### src/sv/rbt_pkg.sv
package rbt_pkg;

	// Table geometry and field widths
	localparam int MAX_BLOCKS = 64;
	localparam int IDX_W      = $clog2(MAX_BLOCKS);
	localparam int ID_W       = 7;
	localparam int KIND_W     = 3;
	localparam int SIZE_W     = 16;
	localparam int REFS_W     = 16;
	localparam int STAT_W     = 3;

	localparam logic [ID_W-1:0]   MAX_ID      = ID_W'(MAX_BLOCKS);
	localparam logic [SIZE_W-1:0] LIMIT_RESET = SIZE_W'(1000);
	localparam logic [REFS_W-1:0] REFS_MAX    = '1;

	// Item kinds
	localparam logic [KIND_W-1:0] KIND_REQUEST = 3'd0;
	localparam logic [KIND_W-1:0] KIND_EXPAND  = 3'd1;
	localparam logic [KIND_W-1:0] KIND_ADD     = 3'd2;
	localparam logic [KIND_W-1:0] KIND_REMOVE  = 3'd3;
	localparam logic [KIND_W-1:0] KIND_FREEALL = 3'd4;

	// Result status codes
	localparam logic [STAT_W-1:0] STAT_OK       = 3'd0;
	localparam logic [STAT_W-1:0] STAT_NO_SPACE = 3'd1;
	localparam logic [STAT_W-1:0] STAT_BAD_ID   = 3'd2;
	localparam logic [STAT_W-1:0] STAT_FULL     = 3'd3;
	localparam logic [STAT_W-1:0] STAT_REF_OVF  = 3'd4;

	// Decoded operation class, one bit per kind; all clear for unused kinds
	typedef struct packed {
		logic req;
		logic exp;
		logic add;
		logic rem;
		logic clr;
	} op_cls_t;

	// Classified item handed from the front to the back
	typedef struct packed {
		op_cls_t           cls;
		logic [ID_W-1:0]   block_id;
		logic [IDX_W-1:0]  idx;
		logic              id_ok;
		logic [SIZE_W-1:0] amount;
	} op_t;

	// Result item
	typedef struct packed {
		logic [STAT_W-1:0] status;
		logic [ID_W-1:0]   result_id;
		logic [REFS_W-1:0] references;
		logic              freed;
		logic [SIZE_W-1:0] used_units;
		logic [ID_W-1:0]   issued_count;
	} res_t;

endpackage

### src/sv/rbt_if.sv
// Command channel
interface rbt_cmd_if import rbt_pkg::*; ();
	logic              valid;
	logic              ready;
	logic [KIND_W-1:0] kind;
	logic [ID_W-1:0]   block_id;
	logic [SIZE_W-1:0] amount;

	modport source (output valid, kind, block_id, amount, input ready);
	modport sink   (input valid, kind, block_id, amount, output ready);
endinterface

// Result channel
interface rbt_res_if import rbt_pkg::*; ();
	logic              valid;
	logic              ready;
	logic [STAT_W-1:0] status;
	logic [ID_W-1:0]   result_id;
	logic [REFS_W-1:0] references;
	logic              freed;
	logic [SIZE_W-1:0] used_units;
	logic [ID_W-1:0]   issued_count;

	modport source (output valid, status, result_id, references, freed, used_units,
		issued_count, input ready);
	modport sink   (input valid, status, result_id, references, freed, used_units,
		issued_count, output ready);
endinterface

// Configuration write channel
interface rbt_cfg_if import rbt_pkg::*; ();
	logic              valid;
	logic              ready;
	logic [SIZE_W-1:0] memory_limit;

	modport source (output valid, memory_limit, input ready);
	modport sink   (input valid, memory_limit, output ready);
endinterface

### src/sv/rbt_front.sv
module rbt_front import rbt_pkg::*; (
	input  logic          clk,
	input  logic          arst_n,
	rbt_cmd_if.sink       cmd,
	output logic          push_valid,
	input  logic          push_ready,
	output op_t           push_op
);

	logic vld_s1;
	op_t  op_s1;
	op_t  op_d;

	// Take a new request whenever the stage is empty or drains this cycle
	assign cmd.ready  = !vld_s1 || push_ready;
	assign push_valid = vld_s1;
	assign push_op    = op_s1;

	// Decode the kind and range-check the target id
	always_comb begin
		op_d          = '0;
		op_d.block_id = cmd.block_id;
		op_d.idx      = IDX_W'(cmd.block_id - ID_W'(1));
		op_d.id_ok    = (cmd.block_id != '0) && (cmd.block_id <= MAX_ID);
		op_d.amount   = cmd.amount;
		case (cmd.kind)
			KIND_REQUEST: op_d.cls.req = 1'b1;
			KIND_EXPAND:  op_d.cls.exp = 1'b1;
			KIND_ADD:     op_d.cls.add = 1'b1;
			KIND_REMOVE:  op_d.cls.rem = 1'b1;
			KIND_FREEALL: op_d.cls.clr = 1'b1;
			default:      op_d.cls     = '0;
		endcase
	end

	// Hold the classified request until the queue takes it
	always_ff @(posedge clk or negedge arst_n) begin
		if (!arst_n) begin
			vld_s1 <= 1'b0;
		end else if (cmd.valid && cmd.ready) begin
			vld_s1 <= 1'b1;
		end else if (push_ready) begin
			vld_s1 <= 1'b0;
		end
	end

	always_ff @(posedge clk) begin
		if (cmd.valid && cmd.ready) begin
			op_s1 <= op_d;
		end
	end

endmodule

### src/sv/rbt_fifo.sv
module rbt_fifo import rbt_pkg::*; (
	input  logic clk,
	input  logic arst_n,
	input  logic push_valid,
	output logic push_ready,
	input  op_t  push_op,
	output logic pop_valid,
	input  logic pop_ready,
	output op_t  pop_op
);

	op_t        slot_q [2];
	logic       wr_ptr_q;
	logic       rd_ptr_q;
	logic [1:0] count_q;
	logic       do_push;
	logic       do_pop;

	assign push_ready = (count_q != 2'd2);
	assign pop_valid  = (count_q != 2'd0);
	assign pop_op     = slot_q[rd_ptr_q];
	assign do_push    = push_valid && push_ready;
	assign do_pop     = pop_valid && pop_ready;

	// Advance pointers and occupancy
	always_ff @(posedge clk or negedge arst_n) begin
		if (!arst_n) begin
			wr_ptr_q <= 1'b0;
			rd_ptr_q <= 1'b0;
			count_q  <= 2'd0;
		end else begin
			if (do_push) begin
				wr_ptr_q <= !wr_ptr_q;
			end
			if (do_pop) begin
				rd_ptr_q <= !rd_ptr_q;
			end
			if (do_push && !do_pop) begin
				count_q <= count_q + 2'd1;
			end else if (do_pop && !do_push) begin
				count_q <= count_q - 2'd1;
			end
		end
	end

	// Store the incoming request
	always_ff @(posedge clk) begin
		if (do_push) begin
			slot_q[wr_ptr_q] <= push_op;
		end
	end

endmodule

### src/sv/rbt_back.sv
module rbt_back import rbt_pkg::*; (
	input  logic     clk,
	input  logic     arst_n,
	input  logic     pop_valid,
	output logic     pop_ready,
	input  op_t      pop_op,
	rbt_cfg_if.sink  cfg,
	rbt_res_if.source res
);

	localparam logic ST_IDLE = 1'b0;
	localparam logic ST_EXEC = 1'b1;

	// Block table
	logic [SIZE_W-1:0] size_mem [MAX_BLOCKS];
	logic [REFS_W-1:0] refs_mem [MAX_BLOCKS];

	logic              state_q;
	op_t               op_q;
	logic [SIZE_W-1:0] size_rd_q;
	logic [REFS_W-1:0] refs_rd_q;
	logic [SIZE_W-1:0] limit_q;
	logic [SIZE_W-1:0] units_q;
	logic [ID_W-1:0]   issued_q;
	logic              out_vld_q;
	res_t              res_q;

	logic              do_pop;
	logic              fire;
	logic [SIZE_W:0]   sum;
	logic              over;
	logic              live;
	logic [REFS_W-1:0] refs_dec;
	logic [SIZE_W-1:0] nxt_units;
	logic [ID_W-1:0]   nxt_issued;
	res_t              res_d;
	logic              size_we;
	logic              refs_we;
	logic [IDX_W-1:0]  wr_idx;
	logic [SIZE_W-1:0] size_wd;
	logic [REFS_W-1:0] refs_wd;

	assign pop_ready = (state_q == ST_IDLE);
	assign do_pop    = pop_valid && pop_ready;
	assign fire      = (state_q == ST_EXEC) && (!out_vld_q || res.ready);
	assign cfg.ready = 1'b1;

	assign sum      = {1'b0, units_q} + {1'b0, op_q.amount};
	assign over     = sum > {1'b0, limit_q};
	assign live     = op_q.id_ok && (op_q.block_id <= issued_q) && (refs_rd_q != '0);
	assign refs_dec = refs_rd_q - REFS_W'(1);

	// Carry out the operation on the entry that was read when the request was popped
	always_comb begin
		nxt_units        = units_q;
		nxt_issued       = issued_q;
		res_d            = '0;
		size_we          = 1'b0;
		refs_we          = 1'b0;
		wr_idx           = op_q.idx;
		size_wd          = size_rd_q + op_q.amount;
		refs_wd          = refs_rd_q + REFS_W'(1);
		if (op_q.cls.req) begin
			wr_idx = issued_q[IDX_W-1:0];
			if (over) begin
				res_d.status = STAT_NO_SPACE;
			end else if (issued_q >= MAX_ID) begin
				res_d.status = STAT_FULL;
			end else begin
				size_we              = 1'b1;
				refs_we              = 1'b1;
				size_wd              = op_q.amount;
				refs_wd              = REFS_W'(1);
				nxt_issued           = issued_q + ID_W'(1);
				nxt_units            = sum[SIZE_W-1:0];
				res_d.result_id      = issued_q + ID_W'(1);
				res_d.references     = REFS_W'(1);
			end
		end else if (op_q.cls.exp) begin
			res_d.result_id = op_q.block_id;
			if (!live) begin
				res_d.status = STAT_BAD_ID;
			end else begin
				res_d.references = refs_rd_q;
				if (over) begin
					res_d.status = STAT_NO_SPACE;
				end else begin
					size_we   = 1'b1;
					nxt_units = sum[SIZE_W-1:0];
				end
			end
		end else if (op_q.cls.add) begin
			res_d.result_id = op_q.block_id;
			if (!live) begin
				res_d.status = STAT_BAD_ID;
			end else if (refs_rd_q == REFS_MAX) begin
				res_d.status     = STAT_REF_OVF;
				res_d.references = refs_rd_q;
			end else begin
				refs_we          = 1'b1;
				res_d.references = refs_wd;
			end
		end else if (op_q.cls.rem) begin
			res_d.result_id = op_q.block_id;
			if (!live) begin
				res_d.status = STAT_BAD_ID;
			end else begin
				refs_we          = 1'b1;
				refs_wd          = refs_dec;
				res_d.references = refs_dec;
				if (refs_dec == '0) begin
					res_d.freed = 1'b1;
					nxt_units   = (size_rd_q <= units_q) ? units_q - size_rd_q : '0;
				end
			end
		end else if (op_q.cls.clr) begin
			nxt_units  = '0;
			nxt_issued = '0;
		end
		res_d.used_units   = nxt_units;
		res_d.issued_count = nxt_issued;
	end

	// Sequence read, then update
	always_ff @(posedge clk or negedge arst_n) begin
		if (!arst_n) begin
			state_q   <= ST_IDLE;
			limit_q   <= LIMIT_RESET;
			units_q   <= '0;
			issued_q  <= '0;
			out_vld_q <= 1'b0;
		end else begin
			if (cfg.valid) begin
				limit_q <= cfg.memory_limit;
			end
			case (state_q)
				ST_IDLE: begin
					if (do_pop) begin
						state_q <= ST_EXEC;
					end
				end
				ST_EXEC: begin
					if (fire) begin
						state_q  <= ST_IDLE;
						units_q  <= nxt_units;
						issued_q <= nxt_issued;
					end
				end
				default: state_q <= ST_IDLE;
			endcase
			if (fire) begin
				out_vld_q <= 1'b1;
			end else if (res.ready) begin
				out_vld_q <= 1'b0;
			end
		end
	end

	// Latch the request and read its table entry
	always_ff @(posedge clk) begin
		if (do_pop) begin
			op_q      <= pop_op;
			size_rd_q <= size_mem[pop_op.idx];
			refs_rd_q <= refs_mem[pop_op.idx];
		end
		if (fire && size_we) begin
			size_mem[wr_idx] <= size_wd;
		end
		if (fire && refs_we) begin
			refs_mem[wr_idx] <= refs_wd;
		end
		if (fire) begin
			res_q <= res_d;
		end
	end

	// Drive the result register
	assign res.valid        = out_vld_q;
	assign res.status       = res_q.status;
	assign res.result_id    = res_q.result_id;
	assign res.references   = res_q.references;
	assign res.freed        = res_q.freed;
	assign res.used_units   = res_q.used_units;
	assign res.issued_count = res_q.issued_count;

endmodule

### src/sv/refcount_block_table.sv
// Channel  Modport  Payload                                                          Handshake
// cmd      sink     kind, block_id, amount                                           valid/ready
// res      source   status, result_id, references, freed, used_units, issued_count   valid/ready
// cfg      sink     memory_limit                                                     valid/ready
//
// Each request passes through two back-end states: IDLE reads its table entry
// from the size and count memories, EXEC updates them and loads the result register.
// The back end takes no new request until EXEC is done; the front stage and a
// two-entry queue keep taking requests while the back end or the result stalls.
// Reset clears the counters and sets memory_limit to 1000; the table needs no clearing.
// A result waiting on res.ready holds the back end; the front stalls once the queue fills.
module refcount_block_table import rbt_pkg::*; (
	input  logic       clk,
	input  logic       arst_n,
	rbt_cmd_if.sink    cmd,
	rbt_res_if.source  res,
	rbt_cfg_if.sink    cfg
);

	logic push_valid;
	logic push_ready;
	op_t  push_op;
	logic pop_valid;
	logic pop_ready;
	op_t  pop_op;

	rbt_front u_front (
		.clk        (clk),
		.arst_n     (arst_n),
		.cmd        (cmd),
		.push_valid (push_valid),
		.push_ready (push_ready),
		.push_op    (push_op)
	);

	rbt_fifo u_fifo (
		.clk        (clk),
		.arst_n     (arst_n),
		.push_valid (push_valid),
		.push_ready (push_ready),
		.push_op    (push_op),
		.pop_valid  (pop_valid),
		.pop_ready  (pop_ready),
		.pop_op     (pop_op)
	);

	rbt_back u_back (
		.clk       (clk),
		.arst_n    (arst_n),
		.pop_valid (pop_valid),
		.pop_ready (pop_ready),
		.pop_op    (pop_op),
		.cfg       (cfg),
		.res       (res)
	);

endmodule

### src/flat_wrapper.sv
// flat-port wrapper written by rule: the top's interface ports become plain ports
module refcount_block_table_flat import rbt_pkg::*;
  (clk, arst_n, cmd_valid, cmd_kind, cmd_block_id, cmd_amount, cmd_ready, res_valid, res_status, res_result_id, res_references, res_freed, res_used_units, res_issued_count, res_ready, cfg_valid, cfg_memory_limit, cfg_ready);
  rbt_cmd_if cmd_i ();
  rbt_res_if res_i ();
  rbt_cfg_if cfg_i ();
  input  logic clk;
  input  logic arst_n;
  input wire logic [$bits(cmd_i.valid)-1:0] cmd_valid;
  input wire logic [$bits(cmd_i.kind)-1:0] cmd_kind;
  input wire logic [$bits(cmd_i.block_id)-1:0] cmd_block_id;
  input wire logic [$bits(cmd_i.amount)-1:0] cmd_amount;
  output wire logic [$bits(cmd_i.ready)-1:0] cmd_ready;
  output wire logic [$bits(res_i.valid)-1:0] res_valid;
  output wire logic [$bits(res_i.status)-1:0] res_status;
  output wire logic [$bits(res_i.result_id)-1:0] res_result_id;
  output wire logic [$bits(res_i.references)-1:0] res_references;
  output wire logic [$bits(res_i.freed)-1:0] res_freed;
  output wire logic [$bits(res_i.used_units)-1:0] res_used_units;
  output wire logic [$bits(res_i.issued_count)-1:0] res_issued_count;
  input wire logic [$bits(res_i.ready)-1:0] res_ready;
  input wire logic [$bits(cfg_i.valid)-1:0] cfg_valid;
  input wire logic [$bits(cfg_i.memory_limit)-1:0] cfg_memory_limit;
  output wire logic [$bits(cfg_i.ready)-1:0] cfg_ready;
  assign cmd_i.valid = cmd_valid;
  assign cmd_i.kind = cmd_kind;
  assign cmd_i.block_id = cmd_block_id;
  assign cmd_i.amount = cmd_amount;
  assign cmd_ready = cmd_i.ready;
  assign res_valid = res_i.valid;
  assign res_status = res_i.status;
  assign res_result_id = res_i.result_id;
  assign res_references = res_i.references;
  assign res_freed = res_i.freed;
  assign res_used_units = res_i.used_units;
  assign res_issued_count = res_i.issued_count;
  assign res_i.ready = res_ready;
  assign cfg_i.valid = cfg_valid;
  assign cfg_i.memory_limit = cfg_memory_limit;
  assign cfg_ready = cfg_i.ready;
  refcount_block_table u_core (.clk(clk), .arst_n(arst_n), .cmd(cmd_i), .res(res_i), .cfg(cfg_i));
endmodule
### config.mk
export PLATFORM = sky130hd
export DESIGN_NAME = refcount_block_table_flat
export DESIGN_NICKNAME = d
export VERILOG_FILES = /design/src/sv/rbt_pkg.sv /design/src/sv/rbt_if.sv /design/src/sv/rbt_front.sv /design/src/sv/rbt_fifo.sv /design/src/sv/rbt_back.sv /design/src/sv/refcount_block_table.sv /design/src/flat_wrapper.sv
export SDC_FILE = /design/constraint.sdc
export NUM_CORES = 2
export LEC_CHECK = 0
export BUFFER_PORTS_ARGS = -buffer_cell sky130_fd_sc_hd__buf_2
export CAP_MARGIN = 20
export CORE_ASPECT_RATIO = 1.5
export CORE_MARGIN = 5
export CORE_UTILIZATION = 45
export CTS_BUF_LIST = sky130_fd_sc_hd__clkbuf_2 sky130_fd_sc_hd__clkbuf_4 sky130_fd_sc_hd__clkbuf_8
export CTS_CLUSTER_SIZE = 24
export DETAILED_ROUTE_END_ITERATION = 8
export HOLD_SLACK_MARGIN = 0.03
export PLACE_DENSITY = 0.73
export RECOVER_POWER = 50
export SYNTH_ARGS = -nofsm -noshare
export SYNTH_HDL_FRONTEND = slang
export SYNTH_SLANG_ARGS = --single-unit
### constraint.sdc
create_clock -name clk -period 7.6 [get_ports clk]
set_clock_uncertainty 0.2 [all_clocks]
set_input_delay 0.38 -clock clk [delete_from_list [all_inputs] [get_ports clk]]
set_output_delay 0.38 -clock clk [all_outputs]
set_load 0.02 [all_outputs]
==> impl_table.tex <==
\begin{tabular}{lr}
\hline
Metric & Value \\
\hline
\multicolumn{2}{l}{\textbf{Outcome}} \\
Outcome & complete, but fails checks \\
Violated checks & max-capacitance violations, max-slew violations \\
\multicolumn{2}{l}{\textbf{Hold path}} \\
Hold Crit Class & in -> reg \\
\multicolumn{2}{l}{\textbf{Synth}} \\
Post-synthesis cell count & $\sim$7600 \\
Yosys warning total & 0 \\
Most used flip-flop cell after synthesis & sky130\_fd\_sc\_hd\_\_edfxtp\_1 \\
Number of flops mapped to enable cells by yosys & 2270 \\
Synth async-reset ratio & between 1.5 and 2\% \\
Register bit total from synthesis & 2316 \\
Synth Area per Inst & 12.55 um2 \\
Number of distinct library cells after synthesis & 87 \\
Register area share after synthesis & 72.50\% \\
Mapped Area & 95620 um2 \\
Synthesized Nets & 7747 \\
\multicolumn{2}{l}{\textbf{Detailed routing}} \\
Final routed wirelength across all metal layers & 268.8 mm \\
Avg WL per Cell & between 20 and 25 um \\
Via-to-Cell Ratio & 5.874 \\
Number of remaining DRC errors & 0 \\
Router iterations before antenna repair & 9 \\
Total vias in the final route & 64352 \\
DRT antenna net count & 0 \\
Initial detailed-routing violation count & 7617 \\
\multicolumn{2}{l}{\textbf{Global route}} \\
Pin count of the biggest net entering global routing & 166 \\
Fraction of met3 tracks used by global routing & 3.808\% \\
Total track usage & 23.50\% \\
Met1 usage in global routing & 27.75\% \\
Antenna violations before repair & 6 \\
Met2 usage & 38.98\% \\
Via count of the first global-routing pass & 62364 \\
Highest-utilization routing layer at the global route stage & met2 \\
Wire length of the first global-routing pass & 393.6 mm \\
Total congestion overflow & 0 \\
\multicolumn{2}{l}{\textbf{Critical path}} \\
Critical path launch point type & register \\
Largest fanout on the critical path & 22 \\
Critical path class & reg -> reg \\
Endpoint required time on the critical path & 8.06 ns \\
Crit end category & register \\
Arr. time, crit path & 7.56 ns \\
\multicolumn{2}{l}{\textbf{STA}} \\
Number of pins exceeding their max-slew limit in the final report & 411 \\
Final worst path period share & 93.45\% \\
Min Clock Period, post-route & 7.102 ns \\
Relative max-transition margin & -177.7\% \\
Setup TNS after final layout & 0 ns \\
Final setup vio count & 0 \\
Final hold slack & 0.1274 ns \\
Worst setup slack after layout & 0.4980 ns \\
Max Clock Freq & 0.1408 GHz \\
Unrepaired setup endpoints after global routing & no \\
Total count of hold-check failures in the final report & 0 \\
Tightest Pin Transition & around 4.2 ns \\
\multicolumn{2}{l}{\textbf{Place}} \\
Final GP Congestion & 0.9629 \\
Port Buf Inserts & just under 100 \\
Dpl ws & 1.061 ns \\
Half-perimeter wire length of the detailed placement result & 162.7 mm \\
\multicolumn{2}{l}{\textbf{Floorplan}} \\
Height of the die & between 500 and 600 um \\
Overall die width & slightly below 400 um \\
Die area & 222000 um2 \\
Core area & 211900 um2 \\
Initial standard-cell utilization of the core & between 40\% and 50\% \\
Number of cell rows & 207 \\
I/O pin count & 100 \\
\multicolumn{2}{l}{\textbf{Clock tree}} \\
Clk Tree Root Cell & sky130\_fd\_sc\_hd\_\_clkbuf\_8 \\
TritonCTS Sinks & 2316 \\
Post-CTS setup buffer count & 0 \\
H-tree lvl count & 5 \\
Worst-Skew Late Latency & 0.93 ns \\
CTS tree & built \\
Num CTS Buffers & 313 \\
Clock buffer depth & 4 \\
Clock edge transition at the registers on the reported setup and hold paths & 0.07 ns \\
\multicolumn{2}{l}{\textbf{Layout}} \\
Synth-to-layout area growth & 12.29\% \\
Total number of nets in the final design & 8030 \\
Number of filler instances in the final layout & 17681 \\
Proportion of layout cells with a drive suffix above 1 & between 10 and 15\% \\
\multicolumn{2}{l}{\textbf{Job}} \\
Max-cap violation count & 10 \\
\hline
\end{tabular}
==> synthesized netlist by cell type, drive strengths merged (29+ instances only) <==
| library cell | n | area share (%) |
|---|---|---|
| nor3 | 66 | 0.35 |
| dfrtp | 40 | 1.0 |
| inv | 83 | 0.33 |
| a21oi | 131 | 0.69 |
| edfxtp | 2270 | 71 |
| buf | 41 | 0.19 |
| a31oi | 47 | 0.31 |
| xor2 | 29 | 0.27 |
| nor2 | 216 | 0.85 |
| clkbuf | 459 | 1.8 |
| ha | 79 | 1.0 |
| xnor2 | 39 | 0.36 |
| o21ai | 95 | 0.50 |
| nand2 | 2185 | 8.6 |
| and3 | 139 | 0.91 |
| a311oi | 354 | 3.2 |
| mux2 | 46 | 0.54 |
| nand3 | 1053 | 5.5 |
==> through the flow <==
| step | utilization (%) | area (um2) | std cells |
|---|---|---|---|
| floorplan | - | 95620 | 7618 |
| global placement | 47.47 | 100600 | 10296 |
| detailed placement | 47.47 | 100600 | 10296 |
| CTS | 50.88 | 107800 | 10946 |
| global route | 50.68 | 107400 | 10952 |
| finish | 50.68 | 107400 | 10956 |
==> sequential cells by signal (all words and copies together), names as in the netlist, 2 cells and up <==
| signal | count |
|---|---|
| u_core.u_front.push_op | 35 |
| u_core.u_back.units_q | 16 |
| u_core.u_fifo.count_q | 2 |
| u_core.u_back.op_q | 35 |
| u_core.u_back.issued_q | 7 |
| u_core.u_back.res.references | 16 |
| u_core.u_back.size_mem | 1024 |
| u_core.u_fifo.slot_q | 70 |
| u_core.u_back.res.result_id | 7 |
| u_core.u_back.res.issued_count | 7 |
| u_core.u_back.refs_mem | 1024 |
| u_core.u_back.refs_rd_q | 16 |
| u_core.u_back.limit_q | 16 |
| u_core.u_back.res.used_units | 16 |
| u_core.u_back.res.status | 3 |
| u_core.u_back.size_rd_q | 16 |
==> cell usage in the layout (no fill, tap or decap), drive strengths merged, types with 9 or more instances in the layout <==
cell         Yosys  final
nor3            66     66
diode            0      9
and3           139    139
dlygate4sd3      0    110
ha              79     79
a311oi         354    354
mux2            46     46
a31oi           47     47
clkbuf         459    527
nand3         1053   1053
inv             83     88
o22ai            9      9
a21oi          131    131
nand2         2185   2185
clkinvlp         0     11
or3             11     11
buf             41    229
clkinv           2    111
a22oi           11     11
o211ai          11     11
xnor2           39     39
nand2b          11     11
nor2           216    216
a21o            15     15
xor2            29     29
edfxtp        2270   2270
dfrtp           40     40
nor4            11     11
mux2i           11     11
o21a            12     12
o21ai           95     95
bufinv           0     17
==> what timing repair did <==
item / CTS / global route
hold endpoints to repair: 134 / 0
resized for setup: 0 / 0
hold buffers: 110 / 0
setup endpoints to repair: 0 / 0
==> worst paths after layout <==
path / slack [ns] / endpoint / cells after the start / from
worst min register to register: 0.24 / u_core.u_fifo.slot_q[1][23] / 0 / u_core.u_front.push_op[23]
worst min-delay path: 0.13 / u_core.u_front.push_valid / 3 / cmd_valid
worst max register to register: 0.50 / u_core.u_back.refs_mem[49][11] / 18 / u_core.u_back.op_q[0]
worst max-delay path: 0.50 / u_core.u_back.refs_mem[49][11] / 18 / u_core.u_back.op_q[0]
max in group asynchronous: 3.79 / u_core.u_fifo.rd_ptr_q / 4 / arst_n
min in group asynchronous: 1.46 / u_core.u_back.issued_q[1] / 4 / arst_n
==> routing by layer <==
| metal | wire length [um] | share of wire, % |
|---|---|---|
| met4 | 22430 | 8.3 |
| met2 | 130900 | 49 |
| met3 | 21960 | 8.2 |
| met5 | 0 | 0 |
| met1 | 93470 | 35 |
==> worst max-delay path, cell delays in order (launching register included) <==
cell and delay [ns]:
sky130_fd_sc_hd__edfxtp_1 0.42, sky130_fd_sc_hd__ha_1 0.31, sky130_fd_sc_hd__fa_1 0.45, sky130_fd_sc_hd__a211oi_1 0.33, sky130_fd_sc_hd__o211ai_1 0.19, sky130_fd_sc_hd__a2111oi_0 0.73, sky130_fd_sc_hd__nor2_1 0.20, sky130_fd_sc_hd__a31oi_1 0.24
sky130_fd_sc_hd__xnor2_1 0.11, sky130_fd_sc_hd__ha_1 0.31, sky130_fd_sc_hd__nand2_1 0.06, sky130_fd_sc_hd__or4_1 0.57, sky130_fd_sc_hd__a31oi_1 0.19, sky130_fd_sc_hd__nor4_1 0.14, sky130_fd_sc_hd__o211ai_1 0.27, sky130_fd_sc_hd__buf_4 0.21
sky130_fd_sc_hd__nand2_1 0.32, sky130_fd_sc_hd__o22ai_2 1.08, sky130_fd_sc_hd__buf_4 0.48
==> kinds of logic (layout without fill, tap and decap cells) <==
group,Yosys count,in the layout,synth area share [%]
AOI/OAI and AO/OA,774,774,6.019
other,1,10,0.003922
buffers and inverters,585,1093,2.327
xor gates and xnor gates,68,68,0.6229
muxes,57,57,0.6569
DFF,2316,2316,72.50
adders and majority gates,82,82,1.097
and+or+nand+nor,3735,3735,16.77
==> layout make-up <==
type / count / area (um2) / area share, %
clock buffer: 398 / 5015 / 4.671
inverter: 85 / 336.6 / 0.3135
antenna: 9 / 22.52 / 0.02098
timing repair buffer: 468 / 3621 / 3.372
sequential: 2316 / 69330 / 64.57
multi-input combinational: 4717 / 24410 / 22.74
clock inverter: 142 / 1107 / 1.031
tap: 2821 / 3530 / 3.287
Power is left out: the tool's default activity adds up to more than one toggle a clock period on the data nets, which glitch-free logic cannot reach.
